**config.mk**
```make
export PLATFORM = sky130hd
export DESIGN_NAME = sacs_ram
export DESIGN_NICKNAME = d
export VERILOG_FILES = /design/src/rtl/sacs_ram.sv
export SDC_FILE = /design/constraint.sdc
export NUM_CORES = 1
export LEC_CHECK = 0
export BUFFER_PORTS_ARGS = -buffer_cell sky130_fd_sc_hd__buf_2
export CORE_UTILIZATION = 23
export DETAILED_ROUTE_END_ITERATION = 8
export PLACE_DENSITY = 0.45
export SYNTH_ARGS = -nofsm -noshare
export SYNTH_HDL_FRONTEND = slang
export SYNTH_SLANG_ARGS = --single-unit
```
**constraint.sdc**
```tcl
create_clock -name clk -period 5.1 [get_ports clk]
set_input_delay 1.02 -clock clk [delete_from_list [all_inputs] [get_ports clk]]
set_output_delay 1.02 -clock clk [all_outputs]
set_load 0.01 [all_outputs]
```
**src/rtl/sacs_ram.sv**
```systemverilog
module sacs_ram #(
  parameter int WIDTH = 8,
  parameter int DEPTH = 16
) (
  input  logic                     clk,
  input  logic                     we,
  input  logic [$clog2(DEPTH)-1:0] waddr,
  input  logic [WIDTH-1:0]         wdata,
  input  logic [$clog2(DEPTH)-1:0] raddr,
  output logic [WIDTH-1:0]         rdata
);

  logic [WIDTH-1:0] mem [DEPTH];

  always_ff @(posedge clk) begin
    if (we) begin
      mem[waddr] <= wdata;
    end
    rdata <= mem[raddr];
  end

endmodule

```
==> impl_summary.log <==
INFO  metric setup.reg_to_reg.worst_slack = 3.70 ns
INFO  metric rr_startpoint = mem[1][0]
INFO  metric cts.htree.levels = 4
INFO  metric critPathArrivalTime = 2.94 ns
INFO  metric die_area = 23000 um^2
INFO  metric hpwl = 6.78 mm
INFO  metric unrepaired_setup_endpoints_after_global_routing = no
INFO  metric hold_path.startpoint = mem[8][2]
INFO  metric fin_total_pwr = 2.50 mW
INFO  metric max-cap-violations = 0
INFO  metric post-route-util = 27.9%
INFO  metric timing.critical_path.slowest_cell_delay = 0.82 ns
INFO  metric yosysWarnings = 0
INFO  metric routed_wirelength = 11.0 mm
INFO  metric die_h = 152 um
INFO  metric place.gp.congestion = 0.629
INFO  metric timing.critical_path.cells = buf_2 > mux4_1 > a22oi_1 > nand2_1
INFO  metric power.density_cell_area = 409 nW/um^2
INFO  metric clock_sinks = 136
INFO  metric drive_above_1_share = 26.4%
INFO  metric via_count = 2382
INFO  metric number_of_distinct_library_cells_after_synthesis = 19
INFO  metric clk_pin_slew_worst_paths = 0.05 ns
INFO  metric number_of_pins_with_negative_max_slew_slack_in_the_final_report = 0
INFO  metric placed_area = 5570 um^2
INFO  metric timing.setup.critical_path_class = in2reg
INFO  metric finClkSkew = 0.00526 ns
INFO  metric cts-hold-fix-buffers = 0
INFO  metric layout.cells.non_filler = 560
INFO  metric totalNegativeSetupSlack = 0 ns
INFO  metric post_cts_resize_count = 0
INFO  metric max_clock_freq = 376 MHz
INFO  metric design.portCount = 26
INFO  metric dp.cells = 528
INFO  metric drt_first_iter_violations = 107
INFO  metric route.antenna.remaining_nets = 0
INFO  metric slew_headroom = 25.5%
INFO  metric drt_first_pass_iters = 4
INFO  metric final_common_cell = edfxtp_1
INFO  metric worst_hold_path.endpoint = rdata[2]
INFO  metric seq_power_share = 50.4%
INFO  metric run_status = completed
INFO  metric tritoncts.num_buffers = 17
INFO  metric grt_most_used_layer = met2
INFO  metric cell_area_after_synthesis = 5150 um^2
INFO  metric cellLeakagePower = 1.98 nW
INFO  metric yosys.area.top_type = edfxtp_1
INFO  metric cts_setup_buffers = 0
INFO  metric postSynthCellCount = 229
INFO  metric synth.top_cells.by_area = edfxtp_1, mux4_2, mux4_1, dfxtp_1, a22oi_1
INFO  metric power.share.clock = 45.1%
INFO  metric grtUsageMet2 = 16.6%
INFO  metric worstReg2RegEnd = rdata[0]
INFO  metric min_path_cells = 3
INFO  metric worst_setup_path_start_kind = input pin
INFO  metric synth.net_count = 247
INFO  metric period_needed = 2.66 ns
INFO  metric pwr-share-comb = 4.5%
INFO  metric synth_edf_count = 128
INFO  metric maximum_number_of_pins_on_one_net_before_global_route_repair = 33
INFO  metric count_of_inserted_antenna_diode_cells = 0
INFO  metric post_drt_wl_per_cell = 19.6 um
INFO  metric total_congestion_overflow = 0
INFO  metric grt_antenna_before_repair = 0
INFO  metric critPathCaptureType = register
INFO  metric path_max_fanout = 32
INFO  metric worst_slew_pin_slew = 1.11 ns
INFO  metric groute.layer.met3.usage = 3.77%
INFO  metric cts_root_buffer = clkbuf_16
INFO  metric cts_tree = built
INFO  metric effective_utilization_at_floorplan = 23.5%
INFO  metric clk_latency = 0.41 ns
INFO  metric vias_per_cell = 4.25
INFO  metric postSynthAreaPerCell = 22.5 um^2
INFO  metric fin_crit_sh = 52.1%
INFO  metric synth_top_cell_area_share = 74.7%
INFO  metric switchingPower = 0.498 mW
INFO  metric critical-path-slowest-cell = buf_2
INFO  metric switching_share = 19.9%
INFO  metric die_w = 152 um
INFO  metric floorplan.rows = 54
INFO  metric worst_r2r_path_depth = 3
INFO  metric core_area = 21900 um^2
INFO  metric final.fill_count = 2203
INFO  metric route.detailed.drc = 0
INFO  metric synth-seq-area-share = 77.8%
INFO  metric grt_first_pass_wirelength = 16.4 mm
INFO  metric nets = 285
INFO  metric synthFlopType = edfxtp_1
INFO  metric hold_path.class = reg2reg
INFO  metric irDropWorstVdd = 0.173 mV
INFO  metric synth_async_sr_flop_share = 0%
INFO  metric io_buffers = 25
INFO  metric power_internal = 2.00 mW
INFO  metric critPathRequiredTime = 5.38 ns
INFO  metric setup_viol = 0
INFO  metric ctsLongestPathBuffers = 2
INFO  metric gr-usage-met1 = 13.8%
INFO  metric number_of_register_bits_inferred_by_synthesis = 136
INFO  metric mostFrequentLayoutCells = edfxtp_1, buf_2, mux4_2
INFO  metric final_hold_viol_count = 0
INFO  metric design_area = 6110 um^2
INFO  metric globalRouteTotalUtil = 10.6%
INFO  metric number_of_global_route_vias_before_repair = 2563
INFO  metric synthToLayoutAreaGrowth = 18.7%
-- state kept, by name (all words and copies together), names as in the netlist --
name,count
rdata,8
mem,128
-- synth_stat cells, types with 2 or more instances --
cell type,count
a22oi_1,16
nand2_1,9
dfxtp_1,8
nor2_1,13
buf_6,3
edfxtp_1,128
nand3b_1,2
clkdlybuf4s25_2,3
nor3_1,4
nand2b_1,2
mux4_1,14
mux4_2,18
buf_2,3
-- logic make-up (layout without fill, tap and decap cells) --
group	Yosys count	after routing	synth area share, %
compound gates	16	16	2.33
buf+inv	10	61	1.68
flops	136	136	77.8
mux	32	32	15.0
simple gates	35	35	3.18
-- metal layers --
layer | wire length, um | vias to the layer above
met5 | 0 | -
met4 | 118 | 0
met3 | 505 | 15
met2 | 5270 | 53
met1 | 5080 | 1262
li1 | - | 1052
-- how the worst max path moves through the flow --
stage,endpoint,from,slack [ns]
detailed placement,rdata[0],raddr[0],1.93
global route,rdata[0],raddr[0],2.32
finish,rdata[0],raddr[0],2.44
global placement,rdata[0],raddr[0],1.93
CTS,rdata[0],raddr[0],2.38
floorplan,mem[0][0],waddr[2],2.59
-- layout make-up --
cell class                      count  area [um^2]  share of cell area [%]
Clock buffer                       20          437                    7.14
Clock inverter                     12          109                    1.78
Multi-Input combinational cell     83         1060                    17.3
Sequential cell                   136         4000                    65.5
Tap cell                          280          350                    5.73
Timing Repair Buffer               29          155                    2.54
-- power groups by stage --
stage          Sequential [mW]  Clock, mW  Combinational [mW]
4_1_cts                   1.26       1.16               0.117
2_1_floorplan             1.28          0              0.0634
6_report                  1.26       1.13               0.113
3_3_place_gp              1.28          0               0.115
5_1_grt                   1.26       1.20               0.126
3_5_place_dp              1.28          0               0.118
-- stage by stage --
stage	hold slack, ns	setup WS, ns
after global routing	0.716	2.32
after detailed placement	0.663	1.93
after floorplan	0.629	2.59
after global placement	0.653	1.93
final	0.676	2.44
after CTS	0.678	2.38
-- critical path: cells and delay by family --
| kind | cells | cell delay, ns |
|---|---|---|
| AND/OR/NAND/NOR | 1 | 0.12 |
| buffers and inverters | 1 | 0.82 |
| AO/OA/AOI/OAI | 1 | 0.29 |
| multiplexers | 1 | 0.66 |
No activity file was read; power rests on OpenSTA's default activity.
